<file path="src/rtl/core/u8u16_pkg.sv">
// Shared types and codes for the UTF-8 to UTF-16 column converter.
package u8u16_pkg;

   // Result error codes
   localparam logic [1:0] ERR_NONE     = 2'd0;
   localparam logic [1:0] ERR_BAD_UTF8 = 2'd1;
   localparam logic [1:0] ERR_TOO_LONG = 2'd2;

   // Allowed range of the next continuation byte
   localparam logic [2:0] RANGE_80_BF = 3'd0;
   localparam logic [2:0] RANGE_A0_BF = 3'd1;
   localparam logic [2:0] RANGE_80_9F = 3'd2;
   localparam logic [2:0] RANGE_90_BF = 3'd3;
   localparam logic [2:0] RANGE_80_8F = 3'd4;

   localparam logic [16:0] COUNT_MAX = 17'h1FFFF;

   // Running decoder state for one line
   typedef struct packed {
      logic [16:0] byte_count;
      logic [16:0] utf16_count;
      logic [1:0]  cont_left;
      logic [2:0]  seq_len;
      logic [2:0]  next_range;
      logic [15:0] best_byte;
      logic [15:0] best_utf16;
      logic        bad_seen;
      logic        too_long_seen;
   } state_type;

   // Result fields of one line
   typedef struct packed {
      logic [15:0] snapped_byte_col;
      logic [15:0] utf16_column;
      logic [1:0]  error_code;
   } result_type;

endpackage

</file>
<file path="src/rtl/core/u8u16_step.sv">
// Next-state and result logic of the UTF-8 decoder for one item.
module u8u16_step #(
   parameter int MAX_LINE_BYTES = 65535
) (
   input  u8u16_pkg::state_type  cur_state,
   input  logic [7:0]            line_byte,
   input  logic                  has_byte,
   input  logic                  end_of_line,
   input  logic signed [31:0]    request_column,
   output u8u16_pkg::state_type  next_state,
   output u8u16_pkg::result_type result
);

   // Too long once the count passes the smaller of the limit and 65535
   localparam logic [16:0] LINE_LIMIT =
      17'((MAX_LINE_BYTES > 65535) ? 65535 : MAX_LINE_BYTES);

   u8u16_pkg::state_type st;
   logic        complete;
   logic [1:0]  units;
   logic [17:0] utf16_sum;
   logic        at_or_before;
   logic        bad_final;

   function automatic logic in_range(input logic [2:0] code, input logic [7:0] b);
      logic ok;
      unique case (code)
         u8u16_pkg::RANGE_A0_BF: ok = (b >= 8'hA0) && (b <= 8'hBF);
         u8u16_pkg::RANGE_80_9F: ok = (b >= 8'h80) && (b <= 8'h9F);
         u8u16_pkg::RANGE_90_BF: ok = (b >= 8'h90) && (b <= 8'hBF);
         u8u16_pkg::RANGE_80_8F: ok = (b >= 8'h80) && (b <= 8'h8F);
         default:                ok = (b >= 8'h80) && (b <= 8'hBF);
      endcase
      return ok;
   endfunction

   always_comb begin
      st           = cur_state;
      complete     = 1'b0;
      units        = 2'd1;
      utf16_sum    = '0;
      at_or_before = 1'b0;

      if (has_byte) begin
         if (st.byte_count != u8u16_pkg::COUNT_MAX) begin
            st.byte_count = st.byte_count + 17'd1;
         end
         if (st.byte_count > LINE_LIMIT) begin
            st.too_long_seen = 1'b1;
         end

         if (st.cont_left == 2'd0) begin
            // Lead byte: pick the sequence length and second-byte range
            priority if (line_byte < 8'h80) begin
               complete = 1'b1;
            end else if (line_byte >= 8'hC2 && line_byte <= 8'hDF) begin
               st.seq_len = 3'd2; st.cont_left = 2'd1;
               st.next_range = u8u16_pkg::RANGE_80_BF;
            end else if (line_byte == 8'hE0) begin
               st.seq_len = 3'd3; st.cont_left = 2'd2;
               st.next_range = u8u16_pkg::RANGE_A0_BF;
            end else if (line_byte == 8'hED) begin
               st.seq_len = 3'd3; st.cont_left = 2'd2;
               st.next_range = u8u16_pkg::RANGE_80_9F;
            end else if (line_byte >= 8'hE1 && line_byte <= 8'hEF) begin
               st.seq_len = 3'd3; st.cont_left = 2'd2;
               st.next_range = u8u16_pkg::RANGE_80_BF;
            end else if (line_byte == 8'hF0) begin
               st.seq_len = 3'd4; st.cont_left = 2'd3;
               st.next_range = u8u16_pkg::RANGE_90_BF;
            end else if (line_byte >= 8'hF1 && line_byte <= 8'hF3) begin
               st.seq_len = 3'd4; st.cont_left = 2'd3;
               st.next_range = u8u16_pkg::RANGE_80_BF;
            end else if (line_byte == 8'hF4) begin
               st.seq_len = 3'd4; st.cont_left = 2'd3;
               st.next_range = u8u16_pkg::RANGE_80_8F;
            end else begin
               st.bad_seen = 1'b1; st.cont_left = 2'd0;
               st.seq_len = 3'd0; st.next_range = u8u16_pkg::RANGE_80_BF;
            end
         end else if (in_range(st.next_range, line_byte)) begin
            st.next_range = u8u16_pkg::RANGE_80_BF;
            st.cont_left  = st.cont_left - 2'd1;
            if (st.cont_left == 2'd0) begin
               complete = 1'b1;
               units    = (st.seq_len == 3'd4) ? 2'd2 : 2'd1;
            end
         end else begin
            // Drop the open sequence; restart at the next byte
            st.bad_seen = 1'b1; st.cont_left = 2'd0;
            st.seq_len = 3'd0; st.next_range = u8u16_pkg::RANGE_80_BF;
         end
      end

      if (complete) begin
         utf16_sum = {1'b0, st.utf16_count} + {16'd0, units};
         st.utf16_count = (utf16_sum > {1'b0, u8u16_pkg::COUNT_MAX}) ?
                          u8u16_pkg::COUNT_MAX : utf16_sum[16:0];
         st.seq_len    = 3'd0;
         st.next_range = u8u16_pkg::RANGE_80_BF;
         at_or_before  = !request_column[31] &&
                         ({15'd0, st.byte_count} <= $unsigned(request_column));
         if (!st.too_long_seen && at_or_before) begin
            st.best_byte  = st.byte_count[15:0];
            st.best_utf16 = st.utf16_count[15:0];
         end
      end
   end

   assign bad_final = st.bad_seen || (st.cont_left != 2'd0);

   always_comb begin
      result = '0;
      priority if (st.too_long_seen) begin
         result.error_code = u8u16_pkg::ERR_TOO_LONG;
      end else if (bad_final) begin
         result.error_code = u8u16_pkg::ERR_BAD_UTF8;
      end else begin
         result.snapped_byte_col = st.best_byte;
         result.utf16_column     = st.best_utf16;
         result.error_code       = u8u16_pkg::ERR_NONE;
      end
   end

   // Clear the line state with the line-end item that yields its result
   assign next_state = end_of_line ? '0 : st;

endmodule

</file>
<file path="src/rtl/core/utf8_column_to_utf16_column.sv">
// Top level of the UTF-8 byte column to UTF-16 column converter.
//
// The block takes one UTF-8 line a byte per item and, on the item marked by
// req_tlast, returns one result: the requested byte column clamped to
// [0, line length] and snapped back to the last code-point boundary, with the
// UTF-16 code-unit offset of that boundary. The line is checked for
// well-formed UTF-8 (no overlongs, surrogates, values above U+10FFFF, stray or
// truncated sequences); error_code 1 flags ill-formed text, 2 flags a line
// longer than MAX_LINE_BYTES (or 65535) and wins over 1, and both columns read
// 0 with an error. An item with req_tuser low carries no byte; with req_tlast
// it ends the line, empty or not, and otherwise it is ignored. The request
// column is sampled with every byte and compared against each boundary that
// byte completes. Throughput is one item per clock while the input is not
// stalled. The last item of a line passes from the input register through the
// combinational decoder into the result register. The input side keeps taking
// items while a result waits, and stalls only when a second line end meets a
// result not yet taken.
module utf8_column_to_utf16_column #(
   parameter int MAX_LINE_BYTES = 65535
) (
   input  logic        clock,
   input  logic        reset,
   input  logic        req_tvalid,
   output logic        req_tready,
   input  logic [39:0] req_tdata,   // [7:0] line_byte, [39:8] request_column
   input  logic        req_tuser,   // [0] has_byte
   input  logic        req_tlast,   // end_of_line
   output logic        rsp_tvalid,
   input  logic        rsp_tready,
   output logic [39:0] rsp_tdata    // [15:0] snapped byte column,
                                    // [31:16] utf16_column, [33:32] error_code,
                                    // [39:34] zero
);

   // Input register
   logic               s1_valid_ff;
   logic [7:0]         s1_byte_ff;
   logic               s1_has_ff;
   logic               s1_eol_ff;
   logic signed [31:0] s1_col_ff;
   logic               s1_advance;

   // Line state
   u8u16_pkg::state_type  state_ff;
   u8u16_pkg::state_type  state_in;
   u8u16_pkg::result_type result_in;

   // Result register
   logic                  rsp_valid_ff;
   u8u16_pkg::result_type rsp_ff;

   // Hold a line end while the result register still holds an untaken item
   assign s1_advance = s1_valid_ff && !(s1_eol_ff && rsp_valid_ff && !rsp_tready);
   assign req_tready = !s1_valid_ff || s1_advance;

   always_ff @(posedge clock) begin
      if (reset) begin
         s1_valid_ff <= 1'b0;
      end else if (req_tready) begin
         s1_valid_ff <= req_tvalid;
      end
   end

   always_ff @(posedge clock) begin
      if (req_tready && req_tvalid) begin
         s1_byte_ff <= req_tdata[7:0];
         s1_col_ff  <= req_tdata[39:8];
         s1_has_ff  <= req_tuser;
         s1_eol_ff  <= req_tlast;
      end
   end

   u8u16_step #(
      .MAX_LINE_BYTES(MAX_LINE_BYTES)
   ) u_step (
      .cur_state      (state_ff),
      .line_byte      (s1_byte_ff),
      .has_byte       (s1_has_ff),
      .end_of_line    (s1_eol_ff),
      .request_column (s1_col_ff),
      .next_state     (state_in),
      .result         (result_in)
   );

   // Advance the line state with every item that leaves the input register
   always_ff @(posedge clock) begin
      if (reset) begin
         state_ff <= '0;
      end else if (s1_advance) begin
         state_ff <= state_in;
      end
   end

   always_ff @(posedge clock) begin
      if (reset) begin
         rsp_valid_ff <= 1'b0;
      end else if (s1_advance && s1_eol_ff) begin
         rsp_valid_ff <= 1'b1;
      end else if (rsp_tready) begin
         rsp_valid_ff <= 1'b0;
      end
   end

   always_ff @(posedge clock) begin
      if (s1_advance && s1_eol_ff) begin
         rsp_ff <= result_in;
      end
   end

   assign rsp_tvalid = rsp_valid_ff;
   assign rsp_tdata  = {6'd0, rsp_ff.error_code, rsp_ff.utf16_column,
                        rsp_ff.snapped_byte_col};

`ifndef ASSERT_OFF
   // An error result carries zero columns
   a_err_zero: assert property (@(posedge clock) disable iff (reset)
      rsp_valid_ff && (rsp_ff.error_code != u8u16_pkg::ERR_NONE) |->
         (rsp_ff.snapped_byte_col == 16'd0) && (rsp_ff.utf16_column == 16'd0))
      else $error("error result with nonzero columns");

   // A boundary never has more UTF-16 units than bytes
   a_units_le_bytes: assert property (@(posedge clock) disable iff (reset)
      rsp_valid_ff |-> (rsp_ff.utf16_column <= rsp_ff.snapped_byte_col))
      else $error("utf16 column beyond byte column");

   // A line end leaves a clean state behind
   a_clear_after_eol: assert property (@(posedge clock) disable iff (reset)
      s1_advance && s1_eol_ff |=>
         (state_ff.byte_count == 17'd0) && (state_ff.cont_left == 2'd0) &&
         !state_ff.bad_seen && !state_ff.too_long_seen)
      else $error("line state not cleared after line end");

   // Open continuations always sit inside a sequence of matching length
   a_seq_consistent: assert property (@(posedge clock) disable iff (reset)
      (state_ff.cont_left != 2'd0) |->
         ({1'b0, state_ff.cont_left} < state_ff.seq_len) &&
         (state_ff.seq_len >= 3'd2) && (state_ff.seq_len <= 3'd4))
      else $error("continuation count out of step with sequence length");

   // A line end waits only behind an untaken result
   a_stall_cause: assert property (@(posedge clock) disable iff (reset)
      s1_valid_ff && !s1_advance |-> s1_eol_ff && rsp_valid_ff)
      else $error("input register stalled without cause");
`endif

endmodule

</file>
<file path="config.mk">
export PLATFORM = sky130hd
export DESIGN_NAME = utf8_column_to_utf16_column
export DESIGN_NICKNAME = d
export VERILOG_FILES = /design/src/rtl/core/u8u16_pkg.sv /design/src/rtl/core/u8u16_step.sv /design/src/rtl/core/utf8_column_to_utf16_column.sv
export SDC_FILE = /design/constraint.sdc
export NUM_CORES = 1
export LEC_CHECK = 0
export ABC_AREA = 0
export BUFFER_PORTS_ARGS = -buffer_cell sky130_fd_sc_hd__buf_2
export CORE_ASPECT_RATIO = 1.5
export CORE_MARGIN = 2
export CORE_UTILIZATION = 30
export DETAILED_ROUTE_END_ITERATION = 8
export PLACE_DENSITY = 0.47
export REMOVE_ABC_BUFFERS = 1
export SYNTH_ARGS = -nofsm -noshare
export SYNTH_HDL_FRONTEND = slang
export SYNTH_SLANG_ARGS = --single-unit
</file>
<file path="constraint.sdc">
create_clock -name clock -period 6.9 [get_ports clock]
set_input_delay 0.345 -clock clock [delete_from_list [all_inputs] [get_ports clock]]
set_output_delay 0.345 -clock clock [all_outputs]
set_load 0.02 [all_outputs]
</file>
## After elaboration in Yosys (flattened, before gate mapping)

Cells that the tools add are included.

- Word-level logic and storage cells: 129
- Output and inout port bits: 42
- Input port bits: 46
- Bits in registers: 154

- Mux-type cells: 48
- Add/subtract/negate cells: 3
- Magnitude comparators: 16
- Equality and inequality tests: 12
- Reduce and logical (&&, ||, !) cells: 32

Operator list:

| cell | number |
|---|---|
| $mux W17 | 5 |
| $mux W8 | 10 |
| $mux W76 | 1 |
| $ge A8 B8 Y1 const B | 6 |
| $le A8 B8 Y1 const B | 6 |
| $mux W38 | 1 |
| $eq A8 B8 Y1 const B | 4 |
| $le A17 B32 Y1 | 1 |
| $mux W32 | 1 |
| $mux W1 | 21 |
| $add A17 B2 Y18 | 1 |
| $gt A18 B17 Y1 const B | 1 |
| $add A17 B1 Y17 const B | 1 |
| $gt A17 B16 Y1 const B | 1 |
| $ne A17 B17 Y1 const B | 1 |
| $logic_and A1 B1 Y1 | 15 |
| $mux W2 | 7 |
| $lt A8 B8 Y1 const B | 1 |
| $eq A3 B2 Y1 const B | 2 |
| $eq A3 B3 Y1 const B | 2 |
| $reduce_bool A2 Y1 | 3 |
| $logic_not A1 Y1 | 5 |
| $logic_not A2 Y1 | 2 |
| $ne A4 B2 Y1 const B | 1 |
| 11 further kinds | 12 |

## Logic depth before layout (Yosys ltp)

Gate-level depths: netlist of the first run.

- Depth in word-level cells: 16
- Gate-level depth with buffers: 18

## Cells and area by module

Synthesis of the first run repeated with hierarchy kept, for this count alone.

- Cells, all modules: 912
- Area total of the unflattened synthesis: 8918.6 um^2

By module, submodules not included:

| module | cells an instance | area an instance (um^2) | seq. area each (um^2) | times used |
|---|---|---|---|---|
| utf8_column_to_utf16_column | 424 | 5816.8 | 3843.7 | 1 |
| u8u16_step | 488 | 3101.7 | 0.0 | 1 |

## Worst setup path after synthesis of the first run

OpenSTA, ideal clock, no wires.

- Path type: register to register
- Start: register state_ff[59] in the netlist's numbering
- End: register rsp_ff, in the netlist rsp_tdata[21] (data pin)
- Data arrival time: 3.503 ns
- Slack: 3.223 ns
- Data required time: 6.726 ns
- Path buffers: 2
- Cell stages (with the launch flop): 17
- Path through: dfxtp_1 > ha_1 > nand4_1 > nor4_2 > a21oi_1 > nand2_1 > xnor2_1 > ha_1 > a21oi_1 > nand2_1 > a221oi_1 > o21a_1 > a221o_1 > buf_2 > clkbuf_1 > a21oi_1 > a311oi_1

- Word-level cells in the longest chain between the ends: 10
- Elaborated cells between the ends (all ways): 15
- Those cells by class: add/sub: 1; order compare: 2; eq/ne: 1; mux: 7; reduce/logical: 4

Ends and longest elaborated chain:

| what | line | RTL |
|---|---|---|
| from (decl) | utf8_column_to_utf16_column.sv:44 | `u8u16_pkg::state_type state_ff;` |
| from (signal assigned) | utf8_column_to_utf16_column.sv:90 | `state_ff <= state_in;` |
| $add A17 B1 Y17 or $ne A17 B17 Y1 (tied branches) | u8u16_step.sv:46, u8u16_step.sv:45 |  |
| $mux W17 | u8u16_step.sv:45 | `if (st.byte_count != u8u16_pkg::COUNT_MAX) begin` |
| $mux W17 | u8u16_step.sv:44 | `if (has_byte) begin` |
| $gt A17 B16 Y1 | u8u16_step.sv:48 | `if (st.byte_count > LINE_LIMIT) begin` |
| $mux W1 | u8u16_step.sv:48 |  |
| $mux W2 | u8u16_step.sv:44 |  |
| $logic_not A1 Y1 | u8u16_step.sv:103 | `if (!st.too_long_seen && at_or_before) begin` |
| $logic_and A1 B1 Y1 | u8u16_step.sv:103 |  |
| $mux W32 | u8u16_step.sv:103 |  |
| $mux W38 | u8u16_step.sv:95 | `if (complete) begin` |
| to (signal assigned) | utf8_column_to_utf16_column.sv:106 | `rsp_ff <= result_in;` |
| to (decl) | utf8_column_to_utf16_column.sv:50 | `u8u16_pkg::result_type rsp_ff;` |

Several ways; a longest one is shown, not always the timed one. The select of a mux whose other input is x is not followed.
A chain may end at the register's enable or synchronous reset.

## Worst setup path in the final report of the first run

- Start: register state_ff[63] in the netlist's numbering
- End: register state_ff[23] in the netlist's numbering

- Word-level cells in the longest chain between the ends: 11
- Elaborated cells between the ends (all ways): 15
- Those cells by class: add/sub: 1; order compare: 2; eq/ne: 1; mux: 8; reduce/logical: 3

Ends and longest elaborated chain:

| what | line | RTL |
|---|---|---|
| $add A17 B1 Y17 or $ne A17 B17 Y1 (tied branches) | u8u16_step.sv:46, u8u16_step.sv:45 |  |
| $mux W17 | u8u16_step.sv:45 |  |
| $mux W17 | u8u16_step.sv:44 |  |
| $gt A17 B16 Y1 | u8u16_step.sv:48 |  |
| $mux W1 | u8u16_step.sv:48 |  |
| $mux W2 | u8u16_step.sv:44 |  |
| $logic_not A1 Y1 | u8u16_step.sv:103 |  |
| $logic_and A1 B1 Y1 | u8u16_step.sv:103 |  |
| $mux W32 * | u8u16_step.sv:103 |  |
| $mux W38 * | u8u16_step.sv:95 |  |
| $mux W76 * | u8u16_step.sv:126 | `assign next_state = end_of_line ? '0 : st;` |

Every way passes the cells marked *; elsewhere a longest branch is shown, timed or not. The select of a mux whose other input is x is not followed.

==> results of run 1 <==
state kept, by name, indices dropped and copies added (netlist names):
signal and flops:
rsp_tvalid 1, s1_byte_ff 8, s1_eol_ff 1, s1_col_ff 32, rsp_tdata 34, s1_has_ff 1
s1_valid_ff 1, state_ff 76
power by group through the flow:
stage / logic, uW / clock network (uW) / registers [uW]
after floorplan: 56.7 / 0 / 1010
after global placement: 105 / 0 / 1010
after detailed placement: 107 / 0 / 1010
after CTS: 107 / 983 / 991
after global routing: 118 / 1010 / 993
final: 105 / 955 / 991
cells in the mapped netlist, types with 19 or more instances:
cell and count:
dfxtp_1 78, edfxtp_1 76, nor2_1 59, a21oi_1 54
nor3_1 41, a22oi_1 35, nand2_1 35, a22o_1 32
clkbuf_1 29, inv_1 26, ha_1 22, nand3_1 19
worst paths after layout:
check / cells after the start / start / slack [ns] / to
worst min register to register: 2 / state_ff[37] / 0.47 / state_ff[37]
worst min-delay path: 1 / req_tdata[29] / 0.09 / s1_col_ff[21]
worst max-delay path: 14 / state_ff[63] / 1.93 / state_ff[23]
worst max register to register: 14 / state_ff[63] / 1.93 / state_ff[23]
metrics by stage:
step / power [uW] / cells / utilization, %
3_5_place_dp: 1118 / 1049 / 33.16
6_report: 2052 / 1081 / 35.69
4_1_cts: 2081 / 1081 / 35.69
3_3_place_gp: 1115 / 1049 / 33.16
2_1_floorplan: 1069 / 640 / -
5_1_grt: 2124 / 1081 / 35.69
worst max-delay path, delay by kind of cell (launching register included):
family                     cells  cell delay [ns]
AOI/OAI and AO/OA              4             1.20
xor gates and xnor gates       1             0.31
adders and majority gates      1             0.31
buffers and inverters          2             0.70
DFF                            1             0.49
and+or+nand+nor                6             1.87
routing by layer:
| metal | track usage (%) | part of all wire (%) |
|---|---|---|
| met5 | 0 | 0 |
| met2 | 25.86 | 52 |
| met1 | 16.82 | 43 |
| met4 | 6.038 | 2.0 |
| met3 | 3.284 | 3.6 |
kinds of logic after synthesis:
| logic type | Yosys count |
|---|---|
| multiplexers | 3 |
| AO/OA/AOI/OAI | 187 |
| flip-flops | 154 |
| other | 1 |
| XOR/XNOR | 25 |
| adder cells (fa/ha/maj) | 23 |
| buffers and inverters | 74 |
| AND/OR/NAND/NOR | 216 |
cell type report:
type                       count  area share [%]
inverter                      26           1.160
clock buffer                  22           5.399
timing repair buffer          90           5.622
tap                          319           4.745
clock inverter                10           1.696
sequential                   154           45.69
multi-input combinational    460           35.68
==> results.ini, run 1 <==
[place]
io_buffers=81
gp_congestion=0.8249
place_area_sq_um=7815
dp_slack_ns=1.965
place_hpwl_microns=12440

[cells_and_area]
nFillCells=2360
multiInputGateArea_sq_um=3002
fin_area_sq_um=8412
seq_area_sq_um=3844
layout_commonest_cell=buf_2
diodes=0
layout_common_cells=buf_2 (81), dfxtp_1 (78), edfxtp_1 (76)
syn_to_final_growth_pct=17.70
drive_gt1_share_pct=17.59
fin_nets=818

[yosys]
synth_cell_types=64
synth_area_per_cell_sq_um=10.46
ys.flop_type=dfxtp_1
synth_edf_count=76
yosys_warnings=0
yosysTopAreaCell=edfxtp_1
synthMuxAreaShare_pct=0.4377
synthAdderAreaFrac_pct=4.132
synth_top_family_by_area=compound AO/OA/AOI/OAI gates
synth-seq-area-share_pct=53.78
yosys.area_share.xor_xnor_pct=3.064
synth_area_leaders=edfxtp_1 (32%), dfxtp_1 (22%), a22o_1 (3.9%)
synthCells=683
syn-cell-area_sq_um=7147
yosys_register_bits=154
synth_compound_area_share_pct=18.24
async_flop_share_pct=0
synth_top_area_share_pct=31.93
synth-simple-area-share_pct=15.53

[cts]
htreeDepth=4
clock_latency_ns=0.43
cts_resized=0
root_buffer=clkbuf_16
cts_hold_buf=0
cts_inserted_buffers=17
clk_pin_slew_ns=0.06
tritoncts=built
postCtsSetupBuffers=0
cts_num_sinks=154
ctsLongestPathBuffers=2

[worst_setup_path]
path_cells=nand4_1 > nor4_2 > a21oi_1 > and4_1 > xor2_1 > ha_1 > nand4_1 > nor3_1 > a221oi_1 > a221o_1 > buf_4 > and3_1 > buf_4 > a22o_1
critPathMaxFanout=35
startpoint_type=register
cp.arrival_ns=5.34
worstPathRequired_ns=7.27
slowest_delay_ns=0.50
path_class=register to register
crit_path_top_delay_cell=and3_1
cp-end-kind=register

[sta]
slew_headroom_pct=27.68
finalWorstSetupSlack_ns=1.932
hold_viol_final=0
fmax_ghz=0.2013
finClkSkew_ns=0.008088
maxSlewViolCount=0
fin_crit_ns=4.968
tightest_slew_ns=1.081
holdWs_ns=0.08633
rsz0062_at_grt=no
setup_violations=0
period_share_pct=72.01
setup-tns-final_ns=0

[routing]
routed-via-count=5484
drt-wirelength-per-cell_microns=16.35
ant_nets=0
first_iter_violations=359
totalWireLength_microns=17670
via_per_inst=5.073
dr.pass1.iters=5
drc=0

[global_route]
grt-ovfl-total=0
grt_pass1_vias=5490
grtUsageTotal_pct=14.58
grt_first_pass_wirelength_microns=28390
grt_antenna_before_repair=0
grt_start_max_net_pins=47

[pwr]
ir_drop_v=0.0001573
power.internal_uw=1593
p_seq_share_pct=48.3
pwr-share-comb_pct=5.1
power_frac_clock_pct=46.6
power.density_nw_per_um2=243.9
switchingPower_uw=458.2
switching_share_pct=22.33
power_leakage_uw=0.003258

[floorplanning]
rows=69
dieArea_sq_um=25100
core_sq_um=23570
start_util_pct=30.32
dieWidth_microns=130.0
die_h_microns=193.0
io_pins=88

[run_status]
outcome=completed

[min_path]
hold_class=input pin to register

[job]
cap_violations=0

(Power assumes the default switching activity.)
==> run 2: changes to the inputs <==
--- a/config.mk
+++ b/config.mk
@@ -5,13 +5,13 @@
 export SDC_FILE = /design/constraint.sdc
 export NUM_CORES = 1
 export LEC_CHECK = 0
-export ABC_AREA = 0
+export ABC_AREA = 1
 export BUFFER_PORTS_ARGS = -buffer_cell sky130_fd_sc_hd__buf_2
 export CORE_ASPECT_RATIO = 1.5
 export CORE_MARGIN = 2
 export CORE_UTILIZATION = 30
 export DETAILED_ROUTE_END_ITERATION = 8
-export PLACE_DENSITY = 0.47
+export PLACE_DENSITY = 0.48
 export REMOVE_ABC_BUFFERS = 1
 export SYNTH_ARGS = -nofsm -noshare
 export SYNTH_HDL_FRONTEND = slang
==> constraint.sdc (replaced) <==
create_clock -name clock -period 4 [get_ports clock]
set_input_delay 0.2 -clock clock [delete_from_list [all_inputs] [get_ports clock]]
set_output_delay 0.2 -clock clock [all_outputs]
set_load 0.02 [all_outputs]
==> run 2 against run 1 <==
Global-route usage is 0.18 points higher. Via count is 24% higher. Core utilization is 1.3 points higher. Highest routed layer unchanged.
==> results.ini, run 2 <==
[cts]
postCtsSetupBuffers=0  ; unchanged
clk_pin_slew_ns=0.06  ; about the same
ctsLongestPathBuffers=2  ; unchanged
clock_latency_ns=0.44  ; was 0.43 ns
root_buffer=clkbuf_16  ; unchanged
cts_inserted_buffers=17  ; unchanged
cts_num_sinks=154  ; unchanged
htreeDepth=4  ; unchanged
tritoncts=built  ; unchanged

[worst_setup_path]
path_class=register to register  ; unchanged
path_cells=ha_1 > nand3_2 > inv_2 > nand2_2 > nor2_2 > nand2_2 > nand2_1 > nand2_1 > nand2_1 > nand2_1 > ha_1 > nand3_1 > nor3_1 > a31oi_1 > nand2_2 > buf_4 > nand3_1 > nand2_1 > nor2_1  ; was nand4_1 > nor4_2 > a21oi_1 > and4_1 > xor2_1 > ha_1 > nand4_1 > nor3_1 > a221oi_1 > a221o_1 > buf_4 > and3_1 > buf_4 > a22o_1
cp.arrival_ns=3.77  ; was 5.34 ns
cp-end-kind=register  ; unchanged
crit_path_top_delay_cell=dfxtp_1  ; was and3_1
worstPathRequired_ns=4.17  ; was 7.27 ns
crit_path_frequent_cell=nand2_1
r2r_slack_ns=0.40  ; was 1.93 ns
startpoint_type=register  ; unchanged
critPathMaxFanout=18  ; was 35
slowest_delay_ns=0.41  ; was 0.50 ns

[cells_and_area]
regMostFlops=state_ff  ; unchanged
layout_commonest_cell=nand2_1  ; was buf_2
drive_gt1_share_pct=17.10  ; was 17.59%
final_util_pct=36.95  ; was 35.69%
nFillCells=2773  ; was 2360
layout_common_cells=nand2_1 (262), inv_1 (130), nand3_1 (100)  ; was buf_2 (81), dfxtp_1 (78), edfxtp_1 (76)
largest_reg_flops=76  ; unchanged
fin_nets=1208  ; was 818
syn_to_final_growth_pct=20.75  ; was 17.70%
diodes=0  ; unchanged

[sta]
maxSlewViolCount=0  ; unchanged
setup_violations=0  ; unchanged
finClkSkew_ns=0.008244  ; was 0.008088 ns
fin_crit_ns=3.600  ; was 4.968 ns
slew_headroom_pct=52.80  ; was 27.68%
rsz0062_at_grt=no  ; unchanged
setup-tns-final_ns=0  ; unchanged
finalWorstSetupSlack_ns=0.4002  ; was 1.932 ns
tightest_slew_ns=0.7072  ; was 1.081 ns
hold_viol_final=0  ; unchanged
period_share_pct=89.99  ; was 72.01%
fmax_ghz=0.2778  ; was 0.2013 GHz

[floorplanning]
core_sq_um=26580  ; was 23570 sq um
die_h_microns=205.7  ; was 193.0 microns
io_pins=88  ; unchanged
dieWidth_microns=138.4  ; was 130.0 microns
rows=73  ; was 69
start_util_pct=30.60  ; was 30.32%
dieArea_sq_um=28470  ; was 25100 sq um

[yosys]
yosys_register_bits=154  ; unchanged
yosys_warnings=0  ; unchanged
async_flop_share_pct=0  ; unchanged
synth_edf_count=76  ; unchanged
yosysMostFrequentCell=nand2_1  ; was dfxtp_1
ys.flop_type=dfxtp_1  ; unchanged
syn-cell-area_sq_um=8133  ; was 7147 sq um
synth_common_cells=nand2_1 (263), inv_1 (130), nand3_1 (100), nor2_1 (84), dfxtp_1 (78)  ; was dfxtp_1 (78), edfxtp_1 (76), nor2_1 (59), a21oi_1 (54), nor3_1 (41)
synthCells=1024  ; was 683
synth_area_per_cell_sq_um=7.942  ; was 10.46 sq um
synth_area_leaders=edfxtp_1 (28%), dfxtp_1 (19%), nand2_1 (12%)  ; was edfxtp_1 (32%), dfxtp_1 (22%), a22o_1 (3.9%)
synth_top_area_share_pct=28.06  ; was 31.93%
yosysTopAreaCell=edfxtp_1  ; unchanged
synth-seq-area-share_pct=47.26  ; was 53.78%
synth_cell_types=43  ; was 64

[min_path]
hold_class=input pin to register  ; unchanged

[routing]
routed-via-count=6777  ; was 5484
drc=0  ; unchanged
drt-wirelength-per-cell_microns=13.38  ; was 16.35 microns
totalWireLength_microns=19920  ; was 17670 microns
first_iter_violations=329  ; was 359
via_per_inst=4.551  ; was 5.073
ant_nets=0  ; unchanged
dr.pass1.iters=5  ; unchanged

[pwr]
power.density_nw_per_um2=371.5  ; was 243.9 nW/um^2
power_leakage_uw=0.003955  ; was 0.003258 uW
ir_drop_v=0.0003207  ; was 0.0001573 V

[job]
cap_violations=0  ; unchanged

[global_route]
grt_antenna_before_repair=0  ; unchanged
grt_pass1_vias=6811  ; was 5490
grt_start_max_net_pins=43  ; was 47
grt-ovfl-total=0  ; unchanged
grtUsageTotal_pct=14.77  ; was 14.58%
grt_first_pass_wirelength_microns=33290  ; was 28390 microns

[place]
io_buffers=81  ; unchanged
dp_slack_ns=0.3757  ; was 1.965 ns
gp_congestion=0.8695  ; was 0.8249
place_hpwl_microns=13590  ; was 12440 microns

[run_status]
outcome=completed  ; unchanged

-- run 2: final timing paths --
kind / startpoint / end / cells after the start
max: state_ff[59] / rsp_tdata[30] / 19
min: req_tvalid / s1_valid_ff / 3
max reg2reg: state_ff[59] / rsp_tdata[30] / 19
min reg2reg: state_ff[1] / state_ff[1] / 2
-- run 2: metrics by stage --
step                power (uW)  cell area [sq um]  instances  hold WS (ns)
floorplan                 1954               7890        984        0.2624
global placement          2085               8837       1415        0.3773
detailed placement        2087               8837       1415        0.3781
CTS                       3714               9821       1489       0.03358
global route              3817               9821       1489       0.05810
finish                    3649               9821       1489       0.06461
-- run 2: kinds of logic after synthesis --
group	count (synthesis)	synth area share, %
compound gates	128	9.323
xor+xnor	16	1.723
fa+ha+maj	23	3.631
buf+inv	181	9.492
flops	154	47.26
other cells	1	0.04611
simple gates	521	28.52
-- run 2: worst max-delay path: cells and delay by family (launching register included) --
family                     cells  cell delay (ns)
adders and majority gates      2             0.58
DFF                            1             0.41
buffers and inverters          2             0.38
and+or+nand+nor               14             1.81
AOI/OAI and AO/OA              1             0.15
-- run 2: power by group --
| group | internal, uW | switching, uW | total, uW |
|---|---|---|---|
| sequential | 1710 | 22.8 | 1730 |
| combinational | 122 | 225 | 347 |
| clock | 911 | 661 | 1570 |
| total | 2740 | 909 | 3650 |
-- run 2: cell type report --
type,count,area [sq um],area share [%]
timing repair buffer,136,935.9,9.530
clock inverter,13,130.1,1.325
sequential,154,3844,39.14
inverter,136,510.5,5.198
tap,337,421.7,4.294
clock buffer,19,432.9,4.408
multi-input combinational,694,3546,36.11
-- run 2: repair_timing --
action,CTS,global route
endpoints found under the setup margin,0,0
hold endpoints to repair,42,0
hold buffers,42,0
gates resized for setup,0,0
-- run 2: routing by layer --
layer / vias to the layer above / share of wire [%] / wire length [microns] / track usage [%]
li1: 3544 / - / - / -
met1: 3116 / 43 / 8664 / 16.68
met2: 97 / 52 / 10360 / 27.14
met3: 20 / 2.7 / 529 / 3.118
met4: 0 / 1.8 / 361 / 5.794
met5: - / 0 / 0 / 0
